### config.mk
export PLATFORM = sky130hd
export DESIGN_NAME = esf_back_flat
export DESIGN_NICKNAME = d
export VERILOG_FILES = /design/src/hdl/esf_pkg.sv /design/src/hdl/esf_res_if.sv /design/src/hdl/esf_back.sv /design/src/flat_wrapper.sv
export VERILOG_INCLUDE_DIRS = /design/src /design/src/hdl
export SDC_FILE = /design/constraint.sdc
export NUM_CORES = 2
export LEC_CHECK = 0
export BUFFER_PORTS_ARGS = -buffer_cell sky130_fd_sc_hd__buf_4
export CAP_MARGIN = 20
export CORE_MARGIN = 2
export CORE_UTILIZATION = 60
export DETAILED_ROUTE_END_ITERATION = 8
export GPL_ROUTABILITY_DRIVEN = 0
export PLACE_DENSITY_LB_ADDON = 0.25
export SKIP_CTS_REPAIR_TIMING = 1
export SLEW_MARGIN = 40
export SYNTH_ARGS = -nofsm -noshare
export SYNTH_HDL_FRONTEND = slang
export SYNTH_SLANG_ARGS = --single-unit
export TNS_END_PERCENT = 50
### constraint.sdc
create_clock -name clk -period 13.9 [get_ports clk]
set_input_delay 4.17 -clock clk [delete_from_list [all_inputs] [get_ports clk]]
set_output_delay 4.17 -clock clk [all_outputs]
set_load 0.02 [all_outputs]
### src/hdl/emboss_shade_filter_unit_defines.svh
// Assertion macros shared by the emboss shade filter modules.
// Needs clk and arst_n in the scope of each use.
`ifndef EMBOSS_SHADE_FILTER_UNIT_DEFINES_SVH
`define EMBOSS_SHADE_FILTER_UNIT_DEFINES_SVH

// same-cycle implication
`define ESF_ASSERT_NOW(label, ante, cons, msg) \
	label: assert property (@(posedge clk) disable iff (!arst_n) (ante) |-> (cons)) \
		else $error(msg);

// next-cycle implication
`define ESF_ASSERT_NEXT(label, ante, cons, msg) \
	label: assert property (@(posedge clk) disable iff (!arst_n) (ante) |=> (cons)) \
		else $error(msg);

`endif

### src/hdl/esf_pkg.sv
// Types and constants of the emboss shade filter.
// No dependencies; used by all modules of the block.
package esf_pkg;

	// register map, index = byte address / 4
	typedef enum logic [2:0] {
		REG_WIDTH  = 3'd0,
		REG_HEIGHT = 3'd1,
		REG_LX     = 3'd2,
		REG_LY     = 3'd3,
		REG_LZ     = 3'd4,
		REG_NZ     = 3'd5
	} reg_idx_t;

	localparam logic [11:0] RST_WIDTH  = 12'd640;
	localparam logic [15:0] RST_HEIGHT = 16'd480;
	localparam logic [8:0]  RST_LX     = 9'h164;   // -156
	localparam logic [8:0]  RST_LY     = 9'd156;
	localparam logic [7:0]  RST_LZ     = 8'd127;
	localparam logic [10:0] RST_NZ     = 11'd153;

	// luma = sum * RECIP >> SHIFT, exact divide by 3 for sums up to 765
	localparam logic [15:0] LUMA_RECIP = 16'd43691;
	localparam int          LUMA_SHIFT = 17;

	// root unit widths; the norm reaches 2*765^2 + 2047^2 for an 11-bit normal_z
	localparam int MUL_W  = 23;
	localparam int PROD_W = 44;
	localparam int S_W    = 23;
	localparam int TT_W   = 18;
	localparam int Q_W    = 9;

	localparam int Q_DEPTH = 4;
	localparam int Q_PTR_W = 2;
	localparam int Q_CNT_W = 3;

	typedef struct packed {
		logic [11:0] width;
		logic [15:0] height;
		logic [8:0]  lx;
		logic [8:0]  ly;
		logic [7:0]  lz;
		logic [10:0] nz;
	} cfg_t;

	// work handed from front to back
	typedef struct packed {
		logic        root;    // 1: shade needs the square root
		logic [7:0]  shade;   // fixed shade when root is 0
		logic [7:0]  alpha;
		logic        last;
		logic [19:0] ndotl;   // non-negative dot product
		logic [10:0] nx;      // two's complement gradient
		logic [10:0] ny;
		logic [10:0] nz;
	} job_t;

endpackage

### src/hdl/esf_res_if.sv
// Result channel of the emboss shade filter.
// Depends on nothing.
interface esf_res_if;
	logic       valid;
	logic       ready;
	logic [7:0] shade;
	logic [7:0] alpha_out;
	logic       last_of_frame;

	modport source (output valid, shade, alpha_out, last_of_frame, input ready);
	modport sink   (input valid, shade, alpha_out, last_of_frame, output ready);
endinterface

### src/hdl/esf_back.sv
// Back of the emboss shade filter: takes jobs, runs the shared-multiplier
// square root and holds the result register. Depends on esf_pkg, esf_res_if
// and the assertion macros.
`include "emboss_shade_filter_unit_defines.svh"

module esf_back (
	input  logic          clk,
	input  logic          arst_n,
	input  logic          q_empty,
	input  esf_pkg::job_t q_data,
	output logic          q_pop,
	esf_res_if.source     res
);

	typedef enum logic [4:0] {
		B_IDLE   = 5'b00001,
		B_PREP   = 5'b00010,
		B_ROOT_T = 5'b00100,
		B_ROOT_S = 5'b01000,
		B_OUT    = 5'b10000
	} bstate_t;

	bstate_t                      state_q;
	esf_pkg::job_t                job_q;
	logic [1:0]                   step_q;
	logic [3:0]                   bit_q;
	logic [esf_pkg::Q_W-1:0]      qv_q;
	logic [esf_pkg::PROD_W-1:0]   n2_q;
	logic [esf_pkg::S_W-1:0]      s_q;
	logic [esf_pkg::TT_W-1:0]     tt_q;
	logic                         res_valid_q;
	logic [7:0]                   shade_q;
	logic [7:0]                   alpha_q;
	logic                         last_q;

	logic [esf_pkg::MUL_W-1:0]    mul_a;
	logic [esf_pkg::MUL_W-1:0]    mul_b;
	logic [esf_pkg::PROD_W-1:0]   prod;
	logic [esf_pkg::Q_W-1:0]      trial;
	logic [10:0]                  nx_abs;
	logic [10:0]                  ny_abs;
	logic [7:0]                   shade_c;
	logic                         load;

	assign q_pop = (state_q == B_IDLE) && !q_empty;
	assign load  = (state_q == B_OUT) && (!res_valid_q || res.ready);

	assign nx_abs = job_q.nx[10] ? (~job_q.nx + 11'd1) : job_q.nx;
	assign ny_abs = job_q.ny[10] ? (~job_q.ny + 11'd1) : job_q.ny;
	assign trial  = qv_q | (esf_pkg::Q_W'(1) << bit_q);

	// shared multiplier operand select
	always_comb begin
		mul_a = '0;
		mul_b = '0;
		if (state_q == B_PREP) begin
			case (step_q)
				2'd0: begin
					mul_a = esf_pkg::MUL_W'(job_q.ndotl);
					mul_b = esf_pkg::MUL_W'(job_q.ndotl);
				end
				2'd1: begin
					mul_a = esf_pkg::MUL_W'(nx_abs);
					mul_b = esf_pkg::MUL_W'(nx_abs);
				end
				2'd2: begin
					mul_a = esf_pkg::MUL_W'(ny_abs);
					mul_b = esf_pkg::MUL_W'(ny_abs);
				end
				default: begin
					mul_a = esf_pkg::MUL_W'(job_q.nz);
					mul_b = esf_pkg::MUL_W'(job_q.nz);
				end
			endcase
		end else if (state_q == B_ROOT_T) begin
			mul_a = esf_pkg::MUL_W'(trial);
			mul_b = esf_pkg::MUL_W'(trial);
		end else if (state_q == B_ROOT_S) begin
			mul_a = esf_pkg::MUL_W'(tt_q);
			mul_b = s_q;
		end
		prod = esf_pkg::PROD_W'(mul_a) * esf_pkg::PROD_W'(mul_b);
	end

	// saturated shade of a finished job
	assign shade_c = !job_q.root ? job_q.shade : (qv_q[8] ? 8'hFF : qv_q[7:0]);

	// sequencer
	always_ff @(posedge clk or negedge arst_n) begin
		if (!arst_n) begin
			state_q     <= B_IDLE;
			step_q      <= '0;
			bit_q       <= '0;
			res_valid_q <= 1'b0;
		end else begin
			if (res.ready && !load) res_valid_q <= 1'b0;
			case (state_q)
				B_IDLE: begin
					if (!q_empty) begin
						step_q  <= '0;
						state_q <= q_data.root ? B_PREP : B_OUT;
					end
				end
				B_PREP: begin
					step_q <= step_q + 1'b1;
					if (step_q == 2'd3) begin
						bit_q   <= 4'(esf_pkg::Q_W - 1);
						state_q <= B_ROOT_T;
					end
				end
				B_ROOT_T: state_q <= B_ROOT_S;
				B_ROOT_S: begin
					if (bit_q == '0) state_q <= B_OUT;
					else begin
						bit_q   <= bit_q - 1'b1;
						state_q <= B_ROOT_T;
					end
				end
				B_OUT: begin
					if (load) begin
						res_valid_q <= 1'b1;
						state_q     <= B_IDLE;
					end
				end
				default: state_q <= B_IDLE;
			endcase
		end
	end

	// datapath
	always_ff @(posedge clk) begin
		if (q_pop) job_q <= q_data;
		if (state_q == B_PREP) begin
			if (step_q == 2'd0) begin
				n2_q <= prod;
				s_q  <= '0;
			end else begin
				s_q <= s_q + prod[esf_pkg::S_W-1:0];
			end
			if (step_q == 2'd3) qv_q <= '0;
		end
		if (state_q == B_ROOT_T) tt_q <= prod[esf_pkg::TT_W-1:0];
		if (state_q == B_ROOT_S && prod <= n2_q) qv_q <= trial;
		if (load) begin
			shade_q <= shade_c;
			alpha_q <= job_q.alpha;
			last_q  <= job_q.last;
		end
	end

	assign res.valid         = res_valid_q;
	assign res.shade         = shade_q;
	assign res.alpha_out     = alpha_q;
	assign res.last_of_frame = last_q;

	`ESF_ASSERT_NEXT(a_root_start, state_q == B_PREP && step_q == 2'd3, state_q == B_ROOT_T && bit_q == 4'd8, "root did not start at the top bit")
	`ESF_ASSERT_NEXT(a_load_shows, load, res_valid_q, "loaded result not shown")
	`ESF_ASSERT_NOW(a_pop_when_idle, q_pop, !res_valid_q || state_q == B_IDLE, "pop outside idle")

endmodule

### src/flat_wrapper.sv
// flat-port wrapper written by rule: the top's interface ports become plain ports
module esf_back_flat 
  (clk, arst_n, q_empty, q_data, q_pop, res_valid, res_shade, res_alpha_out, res_last_of_frame, res_ready);
  esf_res_if res_i ();
  input  logic clk;
  input  logic arst_n;
  input  logic q_empty;
  input  esf_pkg::job_t q_data;
  output logic q_pop;
  output wire logic [$bits(res_i.valid)-1:0] res_valid;
  output wire logic [$bits(res_i.shade)-1:0] res_shade;
  output wire logic [$bits(res_i.alpha_out)-1:0] res_alpha_out;
  output wire logic [$bits(res_i.last_of_frame)-1:0] res_last_of_frame;
  input wire logic [$bits(res_i.ready)-1:0] res_ready;
  assign res_valid = res_i.valid;
  assign res_shade = res_i.shade;
  assign res_alpha_out = res_i.alpha_out;
  assign res_last_of_frame = res_i.last_of_frame;
  assign res_i.ready = res_ready;
  esf_back u_core (.clk(clk), .arst_n(arst_n), .q_empty(q_empty), .q_data(q_data), .q_pop(q_pop), .res(res_i));
endmodule
==> results.yml <==
status:
  status: "finished, final reports clean"
setup_path:
  arrival_ps: 13340
  crit_path_top_delay_cell: "a22o_1"
  r2r_slack_ps: 680
  r2r_cells: 34
  endpoint_kind: "flop"
  crit_type: "reg -> reg"
  crit_fanout: 39
  start_kind: "flop"
  worstPathRequired_ps: 14020
  critPathMaxStageDelay_ps: 860
  r2r_end: "u_core.qv_q[3]$_SDFFCE_PN0P_"
  reg2reg_from: "u_core.state_q[4]$_DFFE_PN0P_"
  crit_top_cell: "fa_1"
floorplan:
  start_util_pct: 60.7
  num_io_pins: 94
  core_um2: 41900
  dieArea_um2: 44000
  row_count: 75
  fp.dieW_um: 210
  dieHeight_um: 210
timing:
  maxSlewHeadroom_pct: 39.8
  clock_skew_ps: 13.8
  final_hold_viol_count: 0
  finalSetupViolCount: 0
  fmax_mhz: 75.6
  final.period_utilization_pct: 95.1
  tns_ps: 0
  slew_viol_final: 0
  worst_slew_pin_slew_ps: 903
  fin_crit_ps: 13220
  rsz0062_at_grt: "no"
global_routing:
  grt_pass1_wl_um: 114000
  grt_start_max_net_pins: 75
  antenna_found_initial: 0
  grt_usage_pct: 34.1
  grt_pass1_vias: 20500
  grt_overflow: 0
clock_network:
  numCtsBuffers: 17
  cts_tree: "built"
  root_buffer: "clkbuf_16"
  clkTransAtPathRegs_ps: 70
  clock_path_buffers: 2
  insertion_delay_ps: 470
  cts_htree_levels: 4
  cts.sinks: 194
logic_synthesis:
  syn-cell-area_um2: 25400
  synthArstFlopShare_pct: 6.19
  yosys_warnings: 0
  synth_area_per_cell_um2: 9.36
  ys_seq_area_share_pct: 22.7
  ys_types: 72
  netlist_instances: 2713
  synth_edf_count: 182
  synth_ff_type: "edfxtp_1"
  synth.ff_latch_count: 194
worst_hold_path:
  whs_endpoint: "u_core.res.alpha_out[4]$_DFFE_PP_"
  whs_path_depth: 0
  hp-class: "reg -> reg"
  holdCritStartpoint: "u_core.job_q[58]$_DFFE_PP_"
placement:
  portBuffers: 93
  hpwl_um: 57800
layout:
  num-nets-final: 3469
  syn_to_final_growth_pct: 7.53
  drive_above_1_share_pct: 7.30
  fillers: 3324
  utilization_pct: 65.2
  diodes: 0
routing:
  first_pass_iters: 6
  drtAntennaViolNets: 0
  via_count: 19900
  wl_per_cell_um: 21.3
  drtIter0Drc: 1998
  drc: 0
  drt_wl_total_um: 70800
  via_per_inst: 5.98
flow_run:
  maxCapViolations: 0
power:
  p_per_area_nw_per_um2: 83.0
  p_leak_nw: 13.1
  max-vdd-ir-drop_v: 0.000114
  total_power_w: 0.00227
==> worst max-delay path, delay by kind of cell, from the launching register on <==
family | cells | cell delay (ps)
fa+ha+maj | 9 | 4430
simple gates | 13 | 4010
compound gates | 7 | 2790
buf+inv | 4 | 980
flops | 1 | 430
xor+xnor | 1 | 190
==> cell type report <==
type	count	area, um^2	share of cell area [%]
Tap cell	539	674	2.47
Inverter	554	2080	7.62
Multi-Input combinational cell	1869	17200	63.0
Sequential cell	194	5770	21.1
Timing Repair Buffer	130	975	3.57
Clock buffer	18	429	1.57
Clock inverter	14	190	0.697
==> kinds of logic (layout without fill, tap and decap cells) <==
group	after synthesis	count (layout)	share of synthesized area (%)
XOR/XNOR	73	73	2.57
AND/OR/NAND/NOR	813	813	13.6
other	2	7	0.0296
flip-flops	194	194	22.7
buffers and inverters	655	716	9.91
AO/OA/AOI/OAI	346	346	9.01
adder cells (fa/ha/maj)	628	628	42.1
multiplexers	2	2	0.0838
==> worst max path at each step <==
stage / startpoint / cells after the start / endpoint
floorplan: q_empty / 1 / q_pop
global placement: u_core.state_q[4]$_DFFE_PN0P_ / 34 / u_core.qv_q[2]$_SDFFCE_PN0P_
detailed placement: u_core.state_q[4]$_DFFE_PN0P_ / 34 / u_core.qv_q[2]$_SDFFCE_PN0P_
CTS: u_core.state_q[4]$_DFFE_PN0P_ / 34 / u_core.qv_q[2]$_SDFFCE_PN0P_
global route: u_core.state_q[4]$_DFFE_PN0P_ / 37 / u_core.qv_q[4]$_SDFFCE_PN0P_
finish: u_core.state_q[4]$_DFFE_PN0P_ / 34 / u_core.qv_q[3]$_SDFFCE_PN0P_
==> routing by layer <==
layer | global-route usage (%) | wire [um] | vias up
met1 | 47.9 | 28100 | 9806
li1 | - | - | 8670
met5 | 0 | 0 | -
met3 | 9.86 | 9100 | 203
met2 | 50.0 | 30400 | 1171
met4 | 13.8 | 3160 | 0
==> cell usage after synthesis (all sizes together), types with 11 or more instances <==
cell type / number / area (um^2)
nor2: 258 / 971
a211oi: 15 / 118
nand3: 27 / 135
nand4: 17 / 106
a22oi: 13 / 97.6
edfxtp: 182 / 5470
inv: 554 / 2080
nand2: 381 / 1430
a21oi: 119 / 618
xnor2: 47 / 412
buf: 36 / 194
dfrtp: 11 / 275
and3: 11 / 68.8
clkbuf: 65 / 244
nand2b: 14 / 87.6
ha: 251 / 3140
nor3: 25 / 125
o21ai: 60 / 308
fa: 377 / 7550
a21o: 49 / 368
and2: 31 / 194
xor2: 25 / 219
==> layout by cell type, fill, tap and decap left out, types with 11 or more instances in the layout <==
master     count
edfxtp_1     182
nand2_1      380
xor2_1        25
xnor2_1       46
ha_1         251
nor3_1        25
and2_1        29
o21ai_0       55
dfrtp_1       11
nand2b_1      14
a21oi_1      112
nand4_1       17
a22oi_1       13
nand3_1       27
a21o_1        48
buf_4        127
nor2_1       254
inv_1        554
a211oi_1      14
clkbuf_16     17
and3_1        11
fa_1         377
==> flip-flops by register name, indices dropped and copies added, names as in the netlist <==
register and count:
u_core.job_q 71, u_core.res.shade 8, u_core.qv_q 9, u_core.tt_q 18
u_core.step_q 2, u_core.state_q 5, u_core.n2_q 44, u_core.res.valid 1
u_core.res.alpha_out 8, u_core.bit_q 4, u_core.s_q 23, u_core.res.last_of_frame 1
==> stage by stage <==
stage | setup slack [ps] | area, um^2 | std cells | hold slack, ps
6_report | 676 | 27300 | 3318 | 421
5_1_grt | 201 | 27300 | 3318 | 434
4_1_cts | 920 | 27300 | 3317 | 419
3_5_place_dp | 993 | 26700 | 3285 | 410
3_3_place_gp | 1020 | 26600 | 3284 | 401
2_1_floorplan | 2290 | 25400 | 2718 | 400
==> power breakdown <==
group	internal, W	switching [W]	total [W]
Combinational	0.000273	0.000622	0.000895
Sequential	0.000784	0.0000719	0.000856
Clock	0.000261	0.000253	0.000514
No activity file was read; power rests on OpenSTA's default activity.
