### config.mk
export PLATFORM = sky130hd
export DESIGN_NAME = esf_queue
export DESIGN_NICKNAME = d
export VERILOG_FILES = /design/src/hdl/esf_pkg.sv /design/src/hdl/esf_queue.sv
export VERILOG_INCLUDE_DIRS = /design/src /design/src/hdl
export SDC_FILE = /design/constraint.sdc
export NUM_CORES = 1
export LEC_CHECK = 0
export ABC_CLOCK_PERIOD_IN_PS = 3300
export BUFFER_PORTS_ARGS = -buffer_cell sky130_fd_sc_hd__buf_2
export CAP_MARGIN = 15
export CORE_MARGIN = 2
export CORE_UTILIZATION = 50
export DETAILED_ROUTE_END_ITERATION = 8
export PLACE_DENSITY = 0.71
export SLEW_MARGIN = 10
export SYNTH_ARGS = -nofsm -noshare
export SYNTH_HDL_FRONTEND = slang
export SYNTH_SLANG_ARGS = --single-unit
### constraint.sdc
create_clock -name clk -period 3.3 [get_ports clk]
set_input_delay 0.66 -clock clk [delete_from_list [all_inputs] [get_ports clk]]
set_output_delay 0.66 -clock clk [all_outputs]
set_load 0.05 [all_outputs]
### src/hdl/emboss_shade_filter_unit_defines.svh
// Assertion macros shared by the emboss shade filter modules.
// Needs clk and arst_n in the scope of each use.
`ifndef EMBOSS_SHADE_FILTER_UNIT_DEFINES_SVH
`define EMBOSS_SHADE_FILTER_UNIT_DEFINES_SVH

// same-cycle implication
`define ESF_ASSERT_NOW(label, ante, cons, msg) \
	label: assert property (@(posedge clk) disable iff (!arst_n) (ante) |-> (cons)) \
		else $error(msg);

// next-cycle implication
`define ESF_ASSERT_NEXT(label, ante, cons, msg) \
	label: assert property (@(posedge clk) disable iff (!arst_n) (ante) |=> (cons)) \
		else $error(msg);

`endif

### src/hdl/esf_pkg.sv
// Types and constants of the emboss shade filter.
// No dependencies; used by all modules of the block.
package esf_pkg;

	// register map, index = byte address / 4
	typedef enum logic [2:0] {
		REG_WIDTH  = 3'd0,
		REG_HEIGHT = 3'd1,
		REG_LX     = 3'd2,
		REG_LY     = 3'd3,
		REG_LZ     = 3'd4,
		REG_NZ     = 3'd5
	} reg_idx_t;

	localparam logic [11:0] RST_WIDTH  = 12'd640;
	localparam logic [15:0] RST_HEIGHT = 16'd480;
	localparam logic [8:0]  RST_LX     = 9'h164;   // -156
	localparam logic [8:0]  RST_LY     = 9'd156;
	localparam logic [7:0]  RST_LZ     = 8'd127;
	localparam logic [10:0] RST_NZ     = 11'd153;

	// luma = sum * RECIP >> SHIFT, exact divide by 3 for sums up to 765
	localparam logic [15:0] LUMA_RECIP = 16'd43691;
	localparam int          LUMA_SHIFT = 17;

	// root unit widths; the norm reaches 2*765^2 + 2047^2 for an 11-bit normal_z
	localparam int MUL_W  = 23;
	localparam int PROD_W = 44;
	localparam int S_W    = 23;
	localparam int TT_W   = 18;
	localparam int Q_W    = 9;

	localparam int Q_DEPTH = 4;
	localparam int Q_PTR_W = 2;
	localparam int Q_CNT_W = 3;

	typedef struct packed {
		logic [11:0] width;
		logic [15:0] height;
		logic [8:0]  lx;
		logic [8:0]  ly;
		logic [7:0]  lz;
		logic [10:0] nz;
	} cfg_t;

	// work handed from front to back
	typedef struct packed {
		logic        root;    // 1: shade needs the square root
		logic [7:0]  shade;   // fixed shade when root is 0
		logic [7:0]  alpha;
		logic        last;
		logic [19:0] ndotl;   // non-negative dot product
		logic [10:0] nx;      // two's complement gradient
		logic [10:0] ny;
		logic [10:0] nz;
	} job_t;

endpackage

### src/hdl/esf_queue.sv
// Short job queue between front and back of the emboss shade filter.
// Depends on esf_pkg and the assertion macros.
`include "emboss_shade_filter_unit_defines.svh"

module esf_queue (
	input  logic          clk,
	input  logic          arst_n,
	input  logic          push,
	input  esf_pkg::job_t din,
	output logic          full,
	input  logic          pop,
	output esf_pkg::job_t dout,
	output logic          empty
);

	esf_pkg::job_t                      slot_q [esf_pkg::Q_DEPTH];
	logic [esf_pkg::Q_PTR_W-1:0]        wr_q;
	logic [esf_pkg::Q_PTR_W-1:0]        rd_q;
	logic [esf_pkg::Q_CNT_W-1:0]        count_q;

	assign full  = (count_q == esf_pkg::Q_CNT_W'(esf_pkg::Q_DEPTH));
	assign empty = (count_q == '0);
	assign dout  = slot_q[rd_q];

	// pointers and fill level
	always_ff @(posedge clk or negedge arst_n) begin
		if (!arst_n) begin
			wr_q    <= '0;
			rd_q    <= '0;
			count_q <= '0;
		end else begin
			if (push) wr_q <= wr_q + 1'b1;
			if (pop) rd_q <= rd_q + 1'b1;
			if (push && !pop) count_q <= count_q + 1'b1;
			else if (pop && !push) count_q <= count_q - 1'b1;
		end
	end

	// storage
	always_ff @(posedge clk) begin
		if (push) slot_q[wr_q] <= din;
	end

	`ESF_ASSERT_NOW(a_pop_nonempty, pop, !empty, "queue popped while empty")
	`ESF_ASSERT_NOW(a_count_bound, 1'b1, count_q <= esf_pkg::Q_CNT_W'(esf_pkg::Q_DEPTH), "queue level out of range")

endmodule

==> flow_summary.ini, run 1 <==
[clock_tree]
root_buffer = clkbuf_16
cts_setup_buffers = 0
cts.clk_slew.worst_paths_ns = 0.06
clock_latency_ns = 0.52
cts_tree = yes
cts_made_buffers = 29
numClockSinks = 291
ctsLongestPathBuffers = 3
h-tree-depth = 1

[route]
drc = 0
vias = 4714
wirelength_um = 18560
antenna_left = 0
routedWlPerCell_um = 21.29
drt-initial-drc-count = 261
viasPerCell = 5.406
first_pass_iters = 4

[yosys]
synth-seq-cells = 291
syn_area_um2 = 10710
syn_avg_cell_area_um2 = 26.45
synth_cells = 405
yosys.cell_types.count = 19
yosysSeqAreaShare = 0.8124
ys_warn_count = 0
syn-num-nets = 486

[flow_run]
drv_cap = 0

[timing]
fmax_ghz = 0.3545
max_slew_margin = 0.5905
fin_crit_ns = 2.821
worst_pin_slew_ns = 0.6143
hold_ws_ns = 0.3500
tns_ns = 0
hold_viol = 0
drv_slew = 0
rsz0062_at_grt = no
finalWorstSetupSlack_ns = 0.4795
final-setup-viol-count = 0
finalClockSkew_ns = 0.01158
period_share = 0.8547

[pwr]
power_frac_comb = 0.381
power_density_nw_per_um2 = 1031
clkPwrFrac = 0.234
power_frac_seq = 0.385
p_sw_mw = 4.884
p_leak_nw = 4.351
p_int_mw = 8.153
vdd_drop_max_uv = 605.0
p_sw_frac = 0.3746

[global_route]
grt_pass1_vias = 5162
overflow = 0
grt_max_degree = 51
grt_use_total = 0.1668
grt_pass1_wl_um = 28500
grt_antenna_before_repair = 2

[setup_path]
required_ns = 2.64
critPathCaptureType = primary output
arrival_ns = 2.16
cp-start-kind = flip-flop
crit_path_max_fanout = 23
worstSetupPathType = flip-flop to primary output

[die]
core_area_um2 = 21020
pin_count = 148
die_y_um = 150.4
fp.dieW_um = 150.4
dieArea_um2 = 22610
initial_core_util = 0.5096
num_rows = 53

[placement]
place_inst = 821
io_buffer_count = 147
dp_slack_ns = 0.9783
gp_congestion = 0.6936
hpwl_um = 11140

[final_layout]
finalNonFillerCells = 872
diodes = 0
area_growth_pct = 18.02
nets = 659
drive_gt1_frac = 0.4539

[outcome]
status = completed

[worst_hold_path]
hp-class = input port to flip-flop
## state kept, by name (all words and copies together), names as in the netlist
name / flops
slot_q: 284
wr_q: 2
count_q: 3
rd_q: 2
## worst max-delay path: stages (launching register included)
cell     delay, ns
dfrtp_4       0.42
buf_4         0.40
mux4_2        0.58
buf_2         0.23
## layer usage
| layer | up-vias | track usage | share of wire |
|---|---|---|---|
| met3 | 25 | 0.04121 | 0.063 |
| met4 | 4 | 0.03208 | 0.012 |
| met1 | 2490 | 0.2146 | 0.40 |
| met5 | - | 0 | 0.0015 |
| li1 | 2080 | - | - |
| met2 | 115 | 0.2925 | 0.52 |
## power by group through the flow
stage | logic [mW] | clock network (mW) | registers (mW)
after global routing | 5.25 | 3.27 | 5.07
after global placement | 5.03 | 0 | 5.05
after detailed placement | 5.07 | 0 | 5.10
after floorplan | 4.11 | 0 | 5.06
final | 4.97 | 3.05 | 5.02
after CTS | 5.08 | 3.13 | 5.02
## logic make-up after synthesis
family                   count (synthesis)  synth area share
AO/OA/AOI/OAI                            1         0.0004667
XOR/XNOR                                 6          0.004905
adder cells (fa/ha/maj)                  6          0.007709
buffers and inverters                   20           0.01927
flip-flops                             291            0.8124
multiplexers                            72            0.1507
AND/OR/NAND/NOR                          9          0.004554
## worst paths after layout
| kind | startpoint | end | slack, ns | depth (start not counted) |
|---|---|---|---|---|
| worst max-delay path | rd_q[0] | dout[41] | 0.48 | 3 |
| worst min-delay path | din[46] | slot_q[3][46] | 0.35 | 1 |
| worst max register to register | wr_q[0] | slot_q[2][4] | 1.36 | 4 |
| worst min register to register | count_q[2] | count_q[2] | 0.54 | 1 |
| max in group asynchronous | arst_n | rd_q[1] | 2.60 | 2 |
| min in group asynchronous | arst_n | rd_q[0] | 0.51 | 2 |
## Yosys cell counts
| library cell | instances | area (um^2) |
|---|---|---|
| buf_12 | 7 | 140.1 |
| xnor2_1 | 2 | 17.52 |
| edfxtp_1 | 284 | 8528 |
| nor2_1 | 1 | 3.750 |
| xor2_1 | 4 | 35.03 |
| mux4_1 | 1 | 26.28 |
| dfrtp_1 | 7 | 175.2 |
| nand2_1 | 2 | 7.510 |
| mux2_2 | 1 | 11.26 |
| o21ai_0 | 1 | 5.000 |
| nor3b_1 | 1 | 7.510 |
| ha_1 | 5 | 62.56 |
| and2_1 | 4 | 25.02 |
| mux4_2 | 70 | 1577 |
| buf_2 | 8 | 40.04 |
| nor3_1 | 1 | 5.000 |
| inv_1 | 4 | 15.01 |
| fa_1 | 1 | 20.02 |
| buf_6 | 1 | 11.26 |
## timing repair
item / CTS / global route
gates resized for setup: 0 / 0
hold buffers: 1 / 0
endpoints found under the hold margin: 7 / 0
## per-stage QoR
stage | power [mW] | instance area, um^2 | util
3_5_place_dp | 10.16 | 11740 | 0.5587
3_3_place_gp | 10.07 | 11740 | 0.5587
2_1_floorplan | 9.164 | 10710 | -
5_1_grt | 13.58 | 12640 | 0.6015
4_1_cts | 13.23 | 12640 | 0.6015
6_report | 13.04 | 12640 | 0.6015
## area by class of cell
cell class	count	area, um^2
Timing Repair Buffer	158	870.8
Clock inverter	15	141.4
Clock buffer	35	748.2
Multi-Input combinational cell	94	1813
Fill cell	1496	8378
Tap cell	275	344.1
Sequential cell	291	8711
Inverter	4	15.01
## cell usage in the layout (no fill, tap or decap), drive strengths merged
master,synthesis,routed
xnor2,2,2
bufinv,0,3
edfxtp,284,284
clkbuf,0,35
nand2,2,2
mux4,71,71
nor3,1,1
clkinv,0,12
fa,1,1
nor2,1,1
mux2,1,1
o21ai,1,1
and2,4,4
inv,4,4
nor3b,1,1
ha,5,5
dfrtp,7,7
dlygate4sd3,0,1
buf,16,157
xor2,4,4
Note: power is estimated with default switching activity, not from simulation.
==> inputs of run 2 (changes only) <==
CELL_PAD_IN_SITES_DETAIL_PLACEMENT = 0   (was default)
CELL_PAD_IN_SITES_GLOBAL_PLACEMENT = 1   (was default)
CORE_UTILIZATION = 40   (was 50)
PLACE_DENSITY = default   (was 0.71)
PLACE_DENSITY_LB_ADDON = 0.1   (was default)
==> run 2 against run 1 <==
  * First-iteration DRC count increased by 18%
  * Final cell count increased by 7.7%
  * Utilization down 11 points
  * Critical path depth unchanged
  * Largest cell class unchanged
  * Largest power group unchanged
  * Highest routed layer is now met4
==> flow_summary.ini, run 2 (synthesis results as in run 1) <==
[global_route]
grt_pass1_wl_um = 30610
grt_max_degree = 46
grt_use_total = 0.1435
grt_pass1_vias = 5343
overflow = 0
grt_antenna_before_repair = 2

[clock_tree]
holdBufCountCts = 1
cts_made_buffers = 31
cts_resized = 0
h-tree-depth = 1
clock_latency_ns = 0.55
cts.clk_slew.worst_paths_ns = 0.06
ctsLongestPathBuffers = 3
cts_setup_buffers = 0
root_buffer = clkbuf_16
numClockSinks = 291
cts_tree = yes

[route]
drc = 0
wirelength_um = 19930
drt-initial-drc-count = 309
first_pass_iters = 4
viasPerCell = 5.062
routedWlPerCell_um = 21.22
vias = 4753
antenna_left = 0

[placement]
io_buffer_count = 147
dp_slack_ns = 0.9912
gp_congestion = 0.6531
hpwl_um = 11460

[worst_hold_path]
holdPathStages = 1
hp-class = input port to flip-flop

[timing]
hold_viol = 0
tns_ns = 0
worst_pin_slew_ns = 0.5697
finalWorstSetupSlack_ns = 0.4545
finalClockSkew_ns = 0.01994
rsz0062_at_grt = no
max_slew_margin = 0.6202
fmax_ghz = 0.3514
fin_crit_ns = 2.846
drv_slew = 0
final-setup-viol-count = 0
period_share = 0.8623

[final_layout]
drive_gt1_frac = 0.4535
largest_register_ffs = 284
layout.cells.most_common_list = 284 x edfxtp_1, 147 x buf_2, 70 x mux4_2
final_common_cell = edfxtp_1
regMostFlops = slot_q
multi_input_area_um2 = 1813
seqCellArea_um2 = 8711
reg_top3 = slot_q (284), count_q (3)
nets = 659
fill_cells = 2154
area_growth_pct = 19.48

[pwr]
power_frac_seq = 0.382
vdd_drop_max_uv = 607.1
clkPwrFrac = 0.241
p_sw_mw = 5.038
p_int_mw = 8.208
power_density_nw_per_um2 = 1035
power_frac_comb = 0.377
p_leak_nw = 4.379
p_sw_frac = 0.3803

[setup_path]
cp-start-kind = flip-flop
critPathMaxStageDelay_ns = 0.61
crit_path_max_fanout = 42
arrival_ns = 2.19
rr_worst_depth = 4
worstSetupPathType = flip-flop to primary output
critPathCaptureType = primary output
required_ns = 2.64
slowest_stage = mux4_1
crit_chain = buf_12, mux4_1, buf_2

[die]
core_area_um2 = 26210
num_rows = 59
fp.dieW_um = 167.7
pin_count = 148
initial_core_util = 0.4088
die_y_um = 167.7
dieArea_um2 = 28110

[outcome]
status = completed

[flow_run]
drv_cap = 0
run 2: cell count changes in the layout (fill, tap and decap cells not counted):
cell       before  now
clkinv_1        7   12
clkbuf_1        6    4
diode_2         0    2
clkinv_4        0    1
inv_6           0    1
buf_4           6    1
bufinv_16       3    2
buf_12          4    7
clkinv_2        5    6
clkbuf_16      29   31
run 2: area by class of cell:
cell class / count / area share
tap: 335 / 0.03275
sequential: 291 / 0.6805
multi-input combinational: 94 / 0.1416
timing repair buffer: 156 / 0.06979
inverter: 4 / 0.001173
antenna: 2 / 0.0003910
clock buffer: 35 / 0.06178
clock inverter: 22 / 0.01193
run 2: path summary, 6_finish.rpt:
| kind | to | slack [ns] | start |
|---|---|---|---|
| setup / recovery | dout[66] | 0.45 | rd_q[0] |
| min in group asynchronous | count_q[2] | 0.48 | arst_n |
| hold reg to reg | count_q[2] | 0.50 | count_q[2] |
| setup reg to reg | slot_q[2][4] | 1.42 | wr_q[0] |
| max in group asynchronous | rd_q[0] | 2.63 | arst_n |
| hold / removal | slot_q[1][57] | 0.32 | din[57] |
run 2: power groups by stage:
stage / clock network, mW / registers, mW / logic (mW)
after floorplan: 0 / 5.06 / 4.11
after global routing: 3.42 / 5.12 / 5.28
after global placement: 0 / 5.10 / 5.11
after detailed placement: 0 / 5.15 / 5.12
final: 3.19 / 5.06 / 5.00
after CTS: 3.29 / 5.07 / 5.13
run 2: stage by stage:
| step | instances | utilization | total power [mW] | instance area, um^2 | hold slack [ns] |
|---|---|---|---|---|---|
| floorplan | 405 | - | 9.164 | 10710 | 0.3644 |
| global placement | 879 | 0.4519 | 10.21 | 11840 | 0.4716 |
| detailed placement | 879 | 0.4519 | 10.27 | 11840 | 0.4817 |
| CTS | 937 | 0.4882 | 13.49 | 12790 | 0.2941 |
| global route | 937 | 0.4882 | 13.82 | 12790 | 0.3000 |
| finish | 939 | 0.4884 | 13.25 | 12800 | 0.3191 |
run 2: metal layers:
metal | wire length, um | track usage | vias to the layer above | share of wire
met2 | 9892 | 0.2437 | 125 | 0.50
met3 | 1162 | 0.03640 | 38 | 0.058
met5 | 0 | 0 | - | 0
met1 | 8410 | 0.1859 | 2498 | 0.42
li1 | - | - | 2092 | -
met4 | 462 | 0.03781 | 0 | 0.023
run 2: worst max-delay path: cells and delay by family (launching register included):
kind	cells	cell delay, ns
multiplexers	1	0.61
flip-flops	1	0.44
buffers and inverters	2	0.55
==> inputs of run 3 (changes only) <==
ABC_CLOCK_PERIOD_IN_PS = 3400   (was 3300)
CTS_BUF_LIST = sky130_fd_sc_hd__clkbuf_16   (was default)
clock period = 3.4 ns   (was 3.3 ns; I/O delays follow)
==> run 3 against run 2 <==
  * Non-clock buffer count up 7
  * Sequential cell count unchanged
  * Clock skew down 0.012 ns
  * Sequential share of layout area down 0.23 points
  * Highest routed layer unchanged
==> flow_summary.ini, run 3 (synthesis results as in run 1) <==
[outcome]
status = completed

[timing]
hold_viol = 0
max_slew_margin = 0.5864
tns_ns = 0
period_share = 0.8739
worst_pin_slew_ns = 0.6204
fin_crit_ns = 2.971
finalClockSkew_ns = 0.007493
fmax_ghz = 0.3365
drv_slew = 0
final-setup-viol-count = 0
rsz0062_at_grt = no

[pwr]
vdd_drop_max_uv = 424.3
p_leak_nw = 4.422
power_density_nw_per_um2 = 1003

[route]
routedWlPerCell_um = 21.32
drc = 0
wirelength_um = 20150
vias = 4769
viasPerCell = 5.047
first_pass_iters = 4
antenna_left = 0
drt-initial-drc-count = 299

[setup_path]
worstSetupPathType = flip-flop to primary output
critPathCaptureType = primary output
critPathMaxStageDelay_ns = 0.64
r2r_slack_ns = 1.54
cp-start-kind = flip-flop
arrival_ns = 2.29
endpoint = dout[22]
crit_chain = buf_4, mux4_2, buf_2
required_ns = 2.72
rr_worst_depth = 4
slowest_stage = dfrtp_4
r2r_end = slot_q[2][18]
crit_path_max_fanout = 16
reg2reg_from = wr_q[0]
crit_path_start = rd_q[0]

[clock_tree]
clock_latency_ns = 0.53
cts_resized = 0
cts_setup_buffers = 0
cts.clk_slew.worst_paths_ns = 0.06
cts_tree = yes
h-tree-depth = 1
root_buffer = clkbuf_16
ctsLongestPathBuffers = 3
cts_made_buffers = 31
numClockSinks = 291

[final_layout]
multi_input_area_um2 = 1813
drive_gt1_frac = 0.4696
final_common_cell = edfxtp_1
regMostFlops = slot_q
layout.cells.most_common_list = 284 x edfxtp_1, 147 x buf_2, 70 x mux4_2
reg_top3 = slot_q (284), count_q (3)
fill_cells = 2148
finalNonFillerCells = 945
area_growth_pct = 19.88
seqCellArea_um2 = 8711
nets = 666
largest_register_ffs = 284

[global_route]
grt_antenna_before_repair = 1
grt_use_total = 0.1458
grt_pass1_vias = 5366
grt_max_degree = 36
grt_pass1_wl_um = 31200
overflow = 0

[placement]
place_inst = 886
gp_congestion = 0.6597
io_buffer_count = 147
hpwl_um = 12150

[die]
die_y_um = 167.7
num_rows = 59
initial_core_util = 0.4088
core_area_um2 = 26210
fp.dieW_um = 167.7
pin_count = 148
dieArea_um2 = 28110

[flow_run]
drv_cap = 0

[worst_hold_path]
hp-class = input port to flip-flop
-- run 3: final cells by class --
| type | count | share of cell area |
|---|---|---|
| flip-flops and latches | 291 | 0.6783 |
| inverters | 4 | 0.001169 |
| multi-input cells | 94 | 0.1412 |
| clock inverters | 26 | 0.01345 |
| repair buffers | 163 | 0.07268 |
| well taps | 335 | 0.03264 |
| clock buffers | 31 | 0.06041 |
| diodes | 1 | 0.0001949 |
-- run 3: worst min path at each step --
stage	end	from	cells past startpoint	slack [ns]
floorplan	count_q[0]	arst_n	0	0.38
global placement	count_q[2]	count_q[2]	1	0.47
detailed placement	count_q[2]	count_q[2]	1	0.49
CTS	slot_q[3][31]	din[31]	1	0.33
global route	slot_q[2][65]	din[65]	1	0.33
finish	slot_q[1][7]	din[7]	1	0.36
-- run 3: per-stage QoR --
step	cell area (um^2)	setup slack, ns	hold WS [ns]	utilization	total power, mW
after floorplan	10710	0.6209	0.3844	-	8.894
after global placement	11880	0.9483	0.4744	0.4534	9.953
after detailed placement	11880	0.9238	0.4881	0.4534	10.01
after CTS	12840	0.3412	0.3288	0.4900	13.12
after global routing	12840	0.2933	0.3296	0.4900	13.46
final	12840	0.4286	0.3566	0.4900	12.88
-- run 3: layer usage --
metal  global-route usage  vias up  share of wire
met5                    0        -              0
met4              0.03403        0          0.013
met3              0.03616       23          0.059
met2               0.2457      126           0.50
met1               0.1930     2513           0.43
li1                     -     2107              -
-- run 3: power breakdown --
part           total [mW]  switching [mW]  internal (mW)
Combinational        4.81            3.33           1.49
Clock                3.08            1.29           1.80
Sequential           4.98           0.286           4.70
-- run 3: critical path, delay by kind of cell (launching register included) --
kind | cells | cell delay [ns]
multiplexers | 1 | 0.56
buffers and inverters | 2 | 0.55
flip-flops | 1 | 0.64
-- run 3: timing repair --
action                                  CTS  global route
hold buffers                              1             0
hold endpoints to repair                  7             0
endpoints found under the setup margin    0             0
